$ cat config.mk
export PLATFORM = sky130hd
export DESIGN_NAME = key_press_classifier
export DESIGN_NICKNAME = d
export VERILOG_FILES = /design/src/rtl/core/kpc_pkg.sv /design/src/rtl/core/kpc_classify.sv /design/src/rtl/core/key_press_classifier.sv
export SDC_FILE = /design/constraint.sdc
export NUM_CORES = 1
export LEC_CHECK = 0
export BUFFER_PORTS_ARGS = -buffer_cell sky130_fd_sc_hd__buf_2
export CAP_MARGIN = 20
export CORE_MARGIN = 2
export CORE_UTILIZATION = 35
export CTS_CLUSTER_SIZE = 25
export DETAILED_ROUTE_END_ITERATION = 10
export PLACE_DENSITY_LB_ADDON = 0.2
export SETUP_SLACK_MARGIN = 0.1
export SKIP_LAST_GASP = 1
export SYNTH_ARGS = -nofsm -noshare
export SYNTH_HDL_FRONTEND = slang
export SYNTH_SLANG_ARGS = --single-unit
$ cat constraint.sdc
create_clock -name clk -period 4.6 [get_ports clk]
set_clock_uncertainty 0.1 [all_clocks]
set_input_delay 0.23 -clock clk [delete_from_list [all_inputs] [get_ports clk]]
set_output_delay 0.23 -clock clk [all_outputs]
set_load 0.02 [all_outputs]
$ cat src/rtl/core/kpc_pkg.sv
// shared types and constants for the key press classifier
`default_nettype none
package kpc_pkg;

  localparam int unsigned TIMER_W         = 16;
  localparam int unsigned CFG_W           = 16;
  localparam int unsigned KEY_W           = 1;
  localparam int unsigned IN_TDATA_W      = 8;
  localparam int unsigned OUT_TDATA_W     = 8;
  localparam int unsigned NUM_KEYS_DEF    = 2;
  localparam int unsigned REPEAT_DEF      = 5;
  localparam logic [TIMER_W-1:0] TIMER_MAX       = '1;
  localparam logic [CFG_W-1:0]   LONG_RESET_VAL  = 16'd100;
  localparam logic [CFG_W-1:0]   WINDOW_RESET_VAL = 16'd12;

  typedef enum logic [1:0] {
    EV_SHORT  = 2'd0,
    EV_LONG   = 2'd1,
    EV_DOUBLE = 2'd2
  } event_code_t;

  typedef enum logic [0:0] {
    REG_LONG_PRESS    = 1'b0,
    REG_DOUBLE_WINDOW = 1'b1
  } cfg_reg_t;

  // per-key timers and flags
  typedef struct packed {
    logic [TIMER_W-1:0] hold_timer;
    logic [TIMER_W-1:0] gap_timer;
    logic               press_active;
    logic               double_pending;
    logic               long_held;
  } key_state_t;

  // classifier verdict for one scan
  typedef struct packed {
    logic        valid;
    event_code_t code;
  } key_event_t;

  function automatic logic [TIMER_W-1:0] sat_inc(input logic [TIMER_W-1:0] v);
    sat_inc = (v == TIMER_MAX) ? v : v + TIMER_W'(1);
  endfunction

endpackage
`default_nettype wire

$ cat src/rtl/core/kpc_classify.sv
// next-state and event logic for one key scan
`default_nettype none
module kpc_classify import kpc_pkg::*; #(
  parameter int unsigned REPEAT_PERIOD = REPEAT_DEF,
  localparam int unsigned PH_W = (REPEAT_PERIOD > 1) ? $clog2(REPEAT_PERIOD) : 1
) (
  input  key_state_t        cur,
  input  logic [PH_W-1:0]   phase,
  input  logic              released,
  input  logic              tick,
  input  logic [CFG_W-1:0]  long_press_ticks,
  input  logic [CFG_W-1:0]  double_window_ticks,
  output key_state_t        nxt,
  output logic [PH_W-1:0]   phase_next,
  output key_event_t        ev
);

  localparam logic [PH_W-1:0] PhLast = PH_W'(REPEAT_PERIOD - 1);

  logic ev_short;
  logic ev_double;

  always_comb begin
    nxt        = cur;
    phase_next = phase;
    ev_short   = 1'b0;
    ev_double  = 1'b0;
    ev         = '{valid: 1'b0, code: EV_SHORT};

    if (tick) begin
      // phase tracks hold_timer modulo the repeat period
      if (cur.hold_timer != TIMER_MAX) begin
        phase_next = (phase == PhLast) ? '0 : phase + PH_W'(1);
      end
      nxt.hold_timer = sat_inc(cur.hold_timer);
      nxt.gap_timer  = sat_inc(cur.gap_timer);
    end

    if (!released) begin
      if (!cur.press_active) begin
        nxt.press_active = 1'b1;
        nxt.hold_timer   = '0;
        phase_next       = '0;
      end else if (nxt.hold_timer > long_press_ticks) begin
        nxt.long_held    = 1'b1;
        nxt.press_active = 1'b0;
      end
    end else begin
      if (cur.press_active) begin
        nxt.press_active = 1'b0;
        if (!cur.double_pending) begin
          nxt.double_pending = 1'b1;
          nxt.gap_timer      = '0;
        end else if (nxt.gap_timer < double_window_ticks) begin
          nxt.double_pending = 1'b0;
          ev_double          = 1'b1;
        end
      end else if (cur.double_pending) begin
        if (nxt.gap_timer > double_window_ticks) begin
          nxt.double_pending = 1'b0;
          ev_short           = 1'b1;
        end
      end
      if (cur.long_held) begin
        nxt.long_held  = 1'b0;
        nxt.hold_timer = '0;
        nxt.gap_timer  = '0;
        phase_next     = '0;
      end
    end

    priority if (ev_short) begin
      nxt.hold_timer   = '0;
      nxt.press_active = 1'b0;
      phase_next       = '0;
      ev               = '{valid: 1'b1, code: EV_SHORT};
    end else if (ev_double) begin
      nxt.hold_timer     = '0;
      nxt.gap_timer      = '0;
      nxt.double_pending = 1'b0;
      phase_next         = '0;
      ev                 = '{valid: 1'b1, code: EV_DOUBLE};
    end else if (nxt.long_held && phase_next == '0) begin
      ev = '{valid: 1'b1, code: EV_LONG};
    end else begin
      ev = '{valid: 1'b0, code: EV_SHORT};
    end
  end

endmodule
`default_nettype wire

$ cat src/rtl/core/key_press_classifier.sv
// key press classifier top level: scan register, per-key state, event register
//
//   channel | dir | handshake               | payload
//   s_*     | in  | s_tvalid / s_tready     | s_tdata: key_index, key_level, tick
//   m_*     | out | m_tvalid / m_tready     | m_tdata: event_key, event_code
//   cfg_*   | in  | cfg_wr_en               | cfg_addr, cfg_wr_data
//
// one scan per cycle unless the event register is held: a scan is captured in the
// input register, then the per-key state update and event decision happen in one pass
// into the event register; scans that give no event leave nothing.
// a held event register stalls the scan register, which then drops s_tready.
// rst clears all key state, the valid flags and restores the register defaults.
`default_nettype none
module key_press_classifier import kpc_pkg::*; #(
  parameter int unsigned NUM_KEYS      = NUM_KEYS_DEF,
  parameter int unsigned REPEAT_PERIOD = REPEAT_DEF
) (
  input  logic                   clk,
  input  logic                   rst,
  input  logic                   s_tvalid,
  output logic                   s_tready,
  input  logic [IN_TDATA_W-1:0]  s_tdata,   // [0] key_index, [1] key_level, [2] tick
  output logic                   m_tvalid,
  input  logic                   m_tready,
  output logic [OUT_TDATA_W-1:0] m_tdata,   // [0] event_key, [2:1] event_code
  input  logic                   cfg_wr_en,
  input  logic [0:0]             cfg_addr,
  input  logic [CFG_W-1:0]       cfg_wr_data
);

  localparam int unsigned PH_W = (REPEAT_PERIOD > 1) ? $clog2(REPEAT_PERIOD) : 1;

  logic [CFG_W-1:0] long_press_ticks;
  logic [CFG_W-1:0] double_window_ticks;

  // scan register
  logic             scan_valid;
  logic [KEY_W-1:0] scan_key;
  logic             scan_released;
  logic             scan_tick;

  // event register
  logic             ev_valid;
  logic [KEY_W-1:0] ev_key;
  event_code_t      ev_code;

  key_state_t       keys  [NUM_KEYS];
  logic [PH_W-1:0]  phases[NUM_KEYS];

  key_state_t       sel_state;
  logic [PH_W-1:0]  sel_phase;
  logic             key_ok;
  key_state_t       state_next;
  logic [PH_W-1:0]  phase_next;
  key_event_t       verdict;
  logic             advance;

  assign advance  = scan_valid && (!ev_valid || m_tready);
  assign s_tready = !scan_valid || advance;
  assign key_ok   = 32'(scan_key) < NUM_KEYS;

  always_comb begin
    sel_state = '0;
    sel_phase = '0;
    for (int i = 0; i < NUM_KEYS; i++) begin
      if (32'(scan_key) == i) begin
        sel_state = keys[i];
        sel_phase = phases[i];
      end
    end
  end

  kpc_classify #(.REPEAT_PERIOD(REPEAT_PERIOD)) u_classify (
    .cur                 (sel_state),
    .phase               (sel_phase),
    .released            (scan_released),
    .tick                (scan_tick),
    .long_press_ticks    (long_press_ticks),
    .double_window_ticks (double_window_ticks),
    .nxt                 (state_next),
    .phase_next          (phase_next),
    .ev                  (verdict)
  );

  always_ff @(posedge clk) begin
    if (rst) begin
      long_press_ticks    <= LONG_RESET_VAL;
      double_window_ticks <= WINDOW_RESET_VAL;
    end else if (cfg_wr_en) begin
      unique case (cfg_reg_t'(cfg_addr))
        REG_LONG_PRESS:    long_press_ticks    <= cfg_wr_data;
        REG_DOUBLE_WINDOW: double_window_ticks <= cfg_wr_data;
        default: ;
      endcase
    end
  end

  always_ff @(posedge clk) begin
    if (rst) begin
      scan_valid <= 1'b0;
    end else if (s_tready) begin
      scan_valid <= s_tvalid;
    end
  end

  always_ff @(posedge clk) begin
    if (s_tready && s_tvalid) begin
      scan_key      <= s_tdata[0 +: KEY_W];
      scan_released <= s_tdata[1];
      scan_tick     <= s_tdata[2];
    end
  end

  always_ff @(posedge clk) begin
    if (rst) begin
      for (int i = 0; i < NUM_KEYS; i++) begin
        keys[i]   <= '0;
        phases[i] <= '0;
      end
    end else if (advance && key_ok) begin
      for (int i = 0; i < NUM_KEYS; i++) begin
        if (32'(scan_key) == i) begin
          keys[i]   <= state_next;
          phases[i] <= phase_next;
        end
      end
    end
  end

  always_ff @(posedge clk) begin
    if (rst) begin
      ev_valid <= 1'b0;
    end else if (advance) begin
      ev_valid <= verdict.valid && key_ok;
    end else if (m_tready) begin
      ev_valid <= 1'b0;
    end
  end

  always_ff @(posedge clk) begin
    if (advance) begin
      ev_key  <= scan_key;
      ev_code <= verdict.code;
    end
  end

  assign m_tvalid = ev_valid;
  assign m_tdata  = {{(OUT_TDATA_W - KEY_W - 2){1'b0}}, ev_code, ev_key};

  // an empty event register never holds back a request
  a_ready_when_empty: assert property (@(posedge clk) disable iff (rst)
    !m_tvalid |-> s_tready)
    else $error("scan blocked with empty event register");

  a_code_legal: assert property (@(posedge clk) disable iff (rst)
    m_tvalid |-> (m_tdata[2:1] == EV_SHORT || m_tdata[2:1] == EV_LONG ||
                  m_tdata[2:1] == EV_DOUBLE))
    else $error("illegal event code");

  // a newly raised event valid follows a valid scan in the scan register on the cycle before
  a_event_has_scan: assert property (@(posedge clk) disable iff (rst)
    $rose(m_tvalid) |-> $past(scan_valid))
    else $error("event without a scan");

  a_reset_empty: assert property (@(posedge clk)
    rst |=> !m_tvalid)
    else $error("event register not cleared by reset");

endmodule
`default_nettype wire
==> results.yml, run 1 <==
routing:
  antenna_left: 0
  drc: 0
  avgViaCountPerCell: 5.06
  dr.pass1.iters: 4
  drt_iter0_drc: 195
  routedWlPerCell_um: 15.9
  num_vias: 5187
  drt_wl_total_um: 16300
floorplanning:
  dieArea_mm2: 0.0198
  start_util_pct: 35.4
  ios: 40
  die_w_um: 141
  core_mm2: 0.0185
  row_count: 50
  die_y_um: 141
grt:
  grt.met3_usage_pct: 3.13
  top_usage_layer: "met2"
  antenna_found_initial: 0
  grt_pass1_vias: 5206
  grt_max_degree: 40
  grt_overflow: 0
  grt_use_total_pct: 16.6
  use_met1_pct: 22.8
  grt_pass1_wl_um: 25700
  grt_util_met2_pct: 26.1
cells_and_area:
  nNetsFinal: 845
  n_fill_cell: 1725
  antenna_cells: 0
  drive_gt1_share_pct: 27.4
  fin_area_mm2: 0.00865
  stdcell_count: 1026
  area_growth_pct: 31.9
worst_setup_path:
  critPathRequiredTime_ns: 4.78
  crit_path_top_delay_cell: "edfxtp_1"
  end_kind: "flop"
  critical_path_class: "reg -> reg"
  cp_max_fo: 7
  path_depth: 18
  critPathLaunchType: "flop"
  reg2reg_depth: 18
  path_common_cell: "buf_6"
  path_buf_inv: 6
  cpLargestDelayFamily: "simple AND/OR/NAND/NOR gates"
  path_cells: "buf_12, nand3b_1, a211oi_4, buf_4, o2111a_2, buf_6, a211oi_2, xnor2_1, inv_1, ha_4, nand4_1, or3_4, a21o_1, and4_1, buf_6, nor4_4, buf_6, and2_4"
  startpoint: "scan_key"
  slowest_delay_ns: 0.44
  critPathArrivalTime_ns: 4.59
  timing.rr.start: "scan_key"
timing:
  tightestPinTransition_ns: 0.949
  slew_headroom_pct: 36.7
  report.final.slew_viol_count: 0
  post-route-period-util_pct: 95.9
  hold_violations: 0
  holdWs_ns: 0.0644
  setup_viol: 0
  fmax_mhz: 227
  period_minus_slack_ns: 4.41
  rsz0062_at_grt: "true"
  setup_tns_ns: 0
clock_network:
  numClockSinks: 116
  clock_path_buffers: 2
  cts_tree: "done"
  cts_htree_levels: 4
  numCtsBuffers: 17
  worstSkewPairLatency_ns: 0.41
  clk_pin_slew_ns: 0.05
  clk_root_buffer_cell: "clkbuf_16"
synthesis:
  synthTopCellsByArea: "edfxtp_1, dfxtp_1, ha_1"
  ys_warn_count: 0
  async_flop_share_pct: 0
  yosysMostFrequentCell: "nand2_1"
  synth_top_area_share_pct: 37.6
  synth-seq-cells: 116
  synth_top_area_cell: "edfxtp_1"
  synthFlopType: "edfxtp_1"
  synth_seq_area_share_pct: 48.0
  ys_top_cells_by_count: "nand2_1, edfxtp_1, a21oi_1"
  synth_edf_count: 82
  syn_inst: 653
  syn_area_mm2: 0.00655
  syn_avg_cell_area_um2: 10.0
  synth.distinct_cells: 65
placed_design:
  placed_cell_area_mm2: 0.00742
  dp_hpwl_um: 11300
  place_congestion: 0.838
  io_buffers: 29
  dp.cells: 961
pwr:
  p_per_area_mw_per_mm2: 351
  power_leakage_nw: 3.55
  ir_drop_uv: 183
flow_run:
  maxCapViolCount: 0
min_path:
  holdPathStages: 4
  hp-start: "m_tready"
  hold_class: "in -> reg"
status:
  status: "finished clean"
## final cells by class
| class | count | area (um2) | share of cell area, % |
|---|---|---|---|
| clock buffer | 17 | 425 | 4.92 |
| inverter | 49 | 184 | 2.13 |
| clock inverter | 15 | 189 | 2.18 |
| tap | 234 | 293 | 3.39 |
| multi-input combinational | 460 | 3330 | 38.6 |
| sequential | 116 | 3140 | 36.3 |
| timing repair buffer | 135 | 1080 | 12.5 |
## state kept, by name, indices dropped and copies added (netlist names)
name	flops
double_window_ticks	16
long_press_ticks	16
scan_valid	1
ev_code	2
scan_released	1
scan_key	1
ev_key	1
phases	6
keys	70
m_tvalid	1
scan_tick	1
## logic make-up (layout without fill, tap and decap cells)
kind of cell | count (synthesis) | in the layout | synth area share, %
AOI/OAI and AO/OA | 122 | 122 | 12.7
DFF | 116 | 116 | 48.0
xor gates and xnor gates | 21 | 21 | 2.81
muxes | 42 | 42 | 6.68
other | 1 | 5 | 0.0572
buffers and inverters | 81 | 216 | 5.57
adders and majority gates | 36 | 36 | 6.87
and+or+nand+nor | 234 | 234 | 17.4
## worst register-to-register path, cell delays in order, from the launching register on
cell and delay [ns]:
edfxtp_1 0.44, buf_12 0.18, nand3b_1 0.26, a211oi_4 0.32
buf_4 0.15, o2111a_2 0.24, buf_6 0.13, a211oi_2 0.07
xnor2_1 0.27, inv_1 0.12, ha_4 0.28, nand4_1 0.11
or3_4 0.42, a21o_1 0.18, and4_1 0.17, buf_6 0.13
nor4_4 0.37, buf_6 0.20, and2_4 0.15
## where the power goes
part / switching [mW] / internal, mW
sequential: 0.0281 / 1.18
clock: 0.478 / 0.898
combinational: 0.250 / 0.199
total: 0.757 / 2.28
## per-stage QoR
| stage | setup slack, ns | util [%] | power, mW |
|---|---|---|---|
| finish | 0.190 | 46.7 | 3.04 |
| global route | 0.0129 | 46.7 | 3.16 |
| CTS | 0.105 | 44.6 | 3.02 |
| detailed placement | 0.0578 | 40.1 | 1.62 |
| global placement | 0.0840 | 40.1 | 1.61 |
| floorplan | 0.129 | - | 1.48 |
## layout by cell type (no fill, tap or decap), types with 14 or more instances in the layout
master          n
a21oi_1        54
buf_2          29
buf_4          72
clkbuf_16      18
dfxtp_1        34
dlygate4sd3_1  20
edfxtp_1       82
ha_1           35
inv_1          49
mux2_2         14
mux2i_1        27
nand2_1        99
nand3_1        16
nor2_1         38
## routing by layer
| metal | share of wire [%] | vias to the layer above |
|---|---|---|
| li1 | - | 2566 |
| met2 | 46 | 95 |
| met4 | 1.1 | 0 |
| met5 | 0 | - |
| met3 | 3.0 | 13 |
| met1 | 50 | 2513 |
## timing repair
item	4_1_cts	5_1_grt
buffers inserted	0	11
hold buffers	20	0
setup endpoints to repair	8	42
hold endpoints to repair	35	0
resized for setup	6	62
pin swaps	1	17
gates cloned	0	2
## worst paths after layout
check                         to  slack [ns]
max                  keys[0][58]        0.19
min                     m_tvalid        0.06
max reg2reg          keys[0][58]        0.19
min reg2reg  long_press_ticks[8]        0.35
Note: power is estimated with default switching activity, not from simulation.
==> inputs of run 2 (changes only) <==
BUFFER_PORTS_ARGS = not set   (was -buffer_cell sky130_fd_sc_hd__buf_2)
DONT_BUFFER_PORTS = 1   (was not set)
==> results.yml, run 2 (synthesized netlist as in run 1, its figures left out) <==
status:
  status: "finished clean"
routing:
  avgViaCountPerCell: 5.04
  dr.pass1.iters: 5
  num_vias: 5028
  drc: 0
  drt_iter0_drc: 273
  antenna_left: 0
  drt_wl_total_um: 15800
  routedWlPerCell_um: 15.9
min_path:
  hold_path_end: "scan_released"
  hp-start: "s_tvalid"
  hold_class: "in -> reg"
  holdPathStages: 1
cells_and_area:
  layout_common_cells: "nand2_1, edfxtp_1, buf_4"
  area_growth_pct: 26.7
  n_fill_cell: 1746
  stdcell_count: 997
  drive_gt1_share_pct: 19.4
  layout_commonest_cell: "nand2_1"
  fin_area_mm2: 0.00830
  fin_util_pct: 44.8
  largest_reg_flops: 70
  top_register: "keys"
  nNetsFinal: 814
  reg_top3: "keys: 70 flops, double_window_ticks: 16 flops, long_press_ticks: 16 flops"
worst_setup_path:
  critical_path_class: "reg -> reg"
  critPathRequiredTime_ns: 4.74
  cp_max_fo: 17
  critPathArrivalTime_ns: 4.48
  end_kind: "flop"
  timing.rr.start: "scan_key"
  critPathLaunchType: "flop"
  r2r-end: "phases[0][1]"
  r2r_slack_ns: 0.27
  reg2reg_depth: 15
clock_network:
  cts_tree: "done"
  numCtsBuffers: 17
  numClockSinks: 116
  clk_pin_slew_ns: 0.05
  clock_path_buffers: 2
  worstSkewPairLatency_ns: 0.42
  cts_htree_levels: 4
  clk_root_buffer_cell: "clkbuf_16"
floorplanning:
  row_count: 50
  start_util_pct: 35.4
  dieArea_mm2: 0.0198
  die_w_um: 141
  die_y_um: 141
  ios: 40
  core_mm2: 0.0185
timing:
  holdWs_ns: 0.0526
  post-route-period-util_pct: 94.2
  tightestPinTransition_ns: 0.671
  setup_viol: 0
  rsz0062_at_grt: "true"
  period_minus_slack_ns: 4.33
  slew_headroom_pct: 55.2
  fmax_mhz: 231
  report.final.slew_viol_count: 0
  hold_violations: 0
  setup_tns_ns: 0
grt:
  grt_overflow: 0
  grt_use_total_pct: 16.6
  antenna_found_initial: 2
  grt_pass1_wl_um: 25800
  grt_pass1_vias: 5086
  grt_max_degree: 39
placed_design:
  dp.cells: 929
  dp_hpwl_um: 11300
  placed_cell_area_mm2: 0.00724
  place_congestion: 0.836
  io_buffers: 0
pwr:
  ir_drop_uv: 188
  power_leakage_nw: 3.38
  p_per_area_mw_per_mm2: 357
flow_run:
  maxCapViolCount: 0
run 2: changes by cell type in the layout (fill, tap and decap cells not counted), sizes merged:
cell | previous run | this run
buf | 114 | 78
clkbuf | 18 | 26
dlygate4sd3 | 20 | 26
clkinvlp | 5 | 1
bufinv | 4 | 1
clkinv | 6 | 3
diode | 0 | 2
inv | 49 | 50
run 2: critical path: stages, from the launching register on:
cell and delay [ns]:
edfxtp_1 0.41, buf_12 0.18, buf_4 0.14, mux2_2 0.28, o2111a_2 0.20, buf_4 0.16
a2111oi_2 0.42, xnor2_1 0.15, ha_1 0.32, nand4_1 0.17, or3_4 0.41, a21o_1 0.19
and4_1 0.21, or4_1 0.43, buf_6 0.17, a211oi_4 0.22
run 2: how the worst max path moves through the flow:
stage / startpoint / end / slack [ns] / cells after the start
2_1_floorplan: scan_key / phases[0][0] / 0.13 / 18
3_3_place_gp: scan_key / phases[0][3] / 0.16 / 17
3_5_place_dp: scan_key / phases[0][0] / 0.06 / 17
4_1_cts: scan_key / phases[0][0] / 0.10 / 16
5_1_grt: scan_key / phases[0][0] / -0.02 / 16
6_report: scan_key / phases[0][1] / 0.27 / 15
run 2: layout make-up:
type                    instances  area [um2]  share of cell area, %
inverters                      49         184                   2.22
multi-input cells             460        3180                   38.4
clock inverters                 6        58.8                  0.708
repair buffers                104         882                   10.6
flip-flops and latches        116        3140                   37.9
clock buffers                  26         553                   6.66
well taps                     234         293                   3.53
diodes                          2        5.00                 0.0603
run 2: through the flow:
step	setup WS, ns	power (mW)
floorplan	0.129	1.48
global placement	0.156	1.58
detailed placement	0.0552	1.60
CTS	0.102	2.98
global route	-0.0161	3.10
finish	0.266	2.97
run 2: what timing repair did:
action | in CTS | in global routing
hold buffers | 27 | 0
gates resized for setup | 4 | 23
buffers inserted | 0 | 6
pin swaps | 1 | 5
endpoints found under the hold margin | 37 | 0
gates cloned | 0 | 1
endpoints found under the setup margin | 4 | 42
run 2: metal layers:
layer  up-vias  part of all wire, %  global-route usage (%)
met5         -                    0                       0
met4         0                  1.3                    6.05
met3        15                  5.2                    4.04
met2       104                   45                    25.4
met1      2397                   48                    22.8
li1       2512                    -                       -
run 2: report_power, final:
part	switching [mW]	leakage, nW	internal [mW]
sequential	0.0294	1.13	1.18
clock	0.464	0.302	0.881
combinational	0.231	1.94	0.179
total	0.724	3.38	2.24
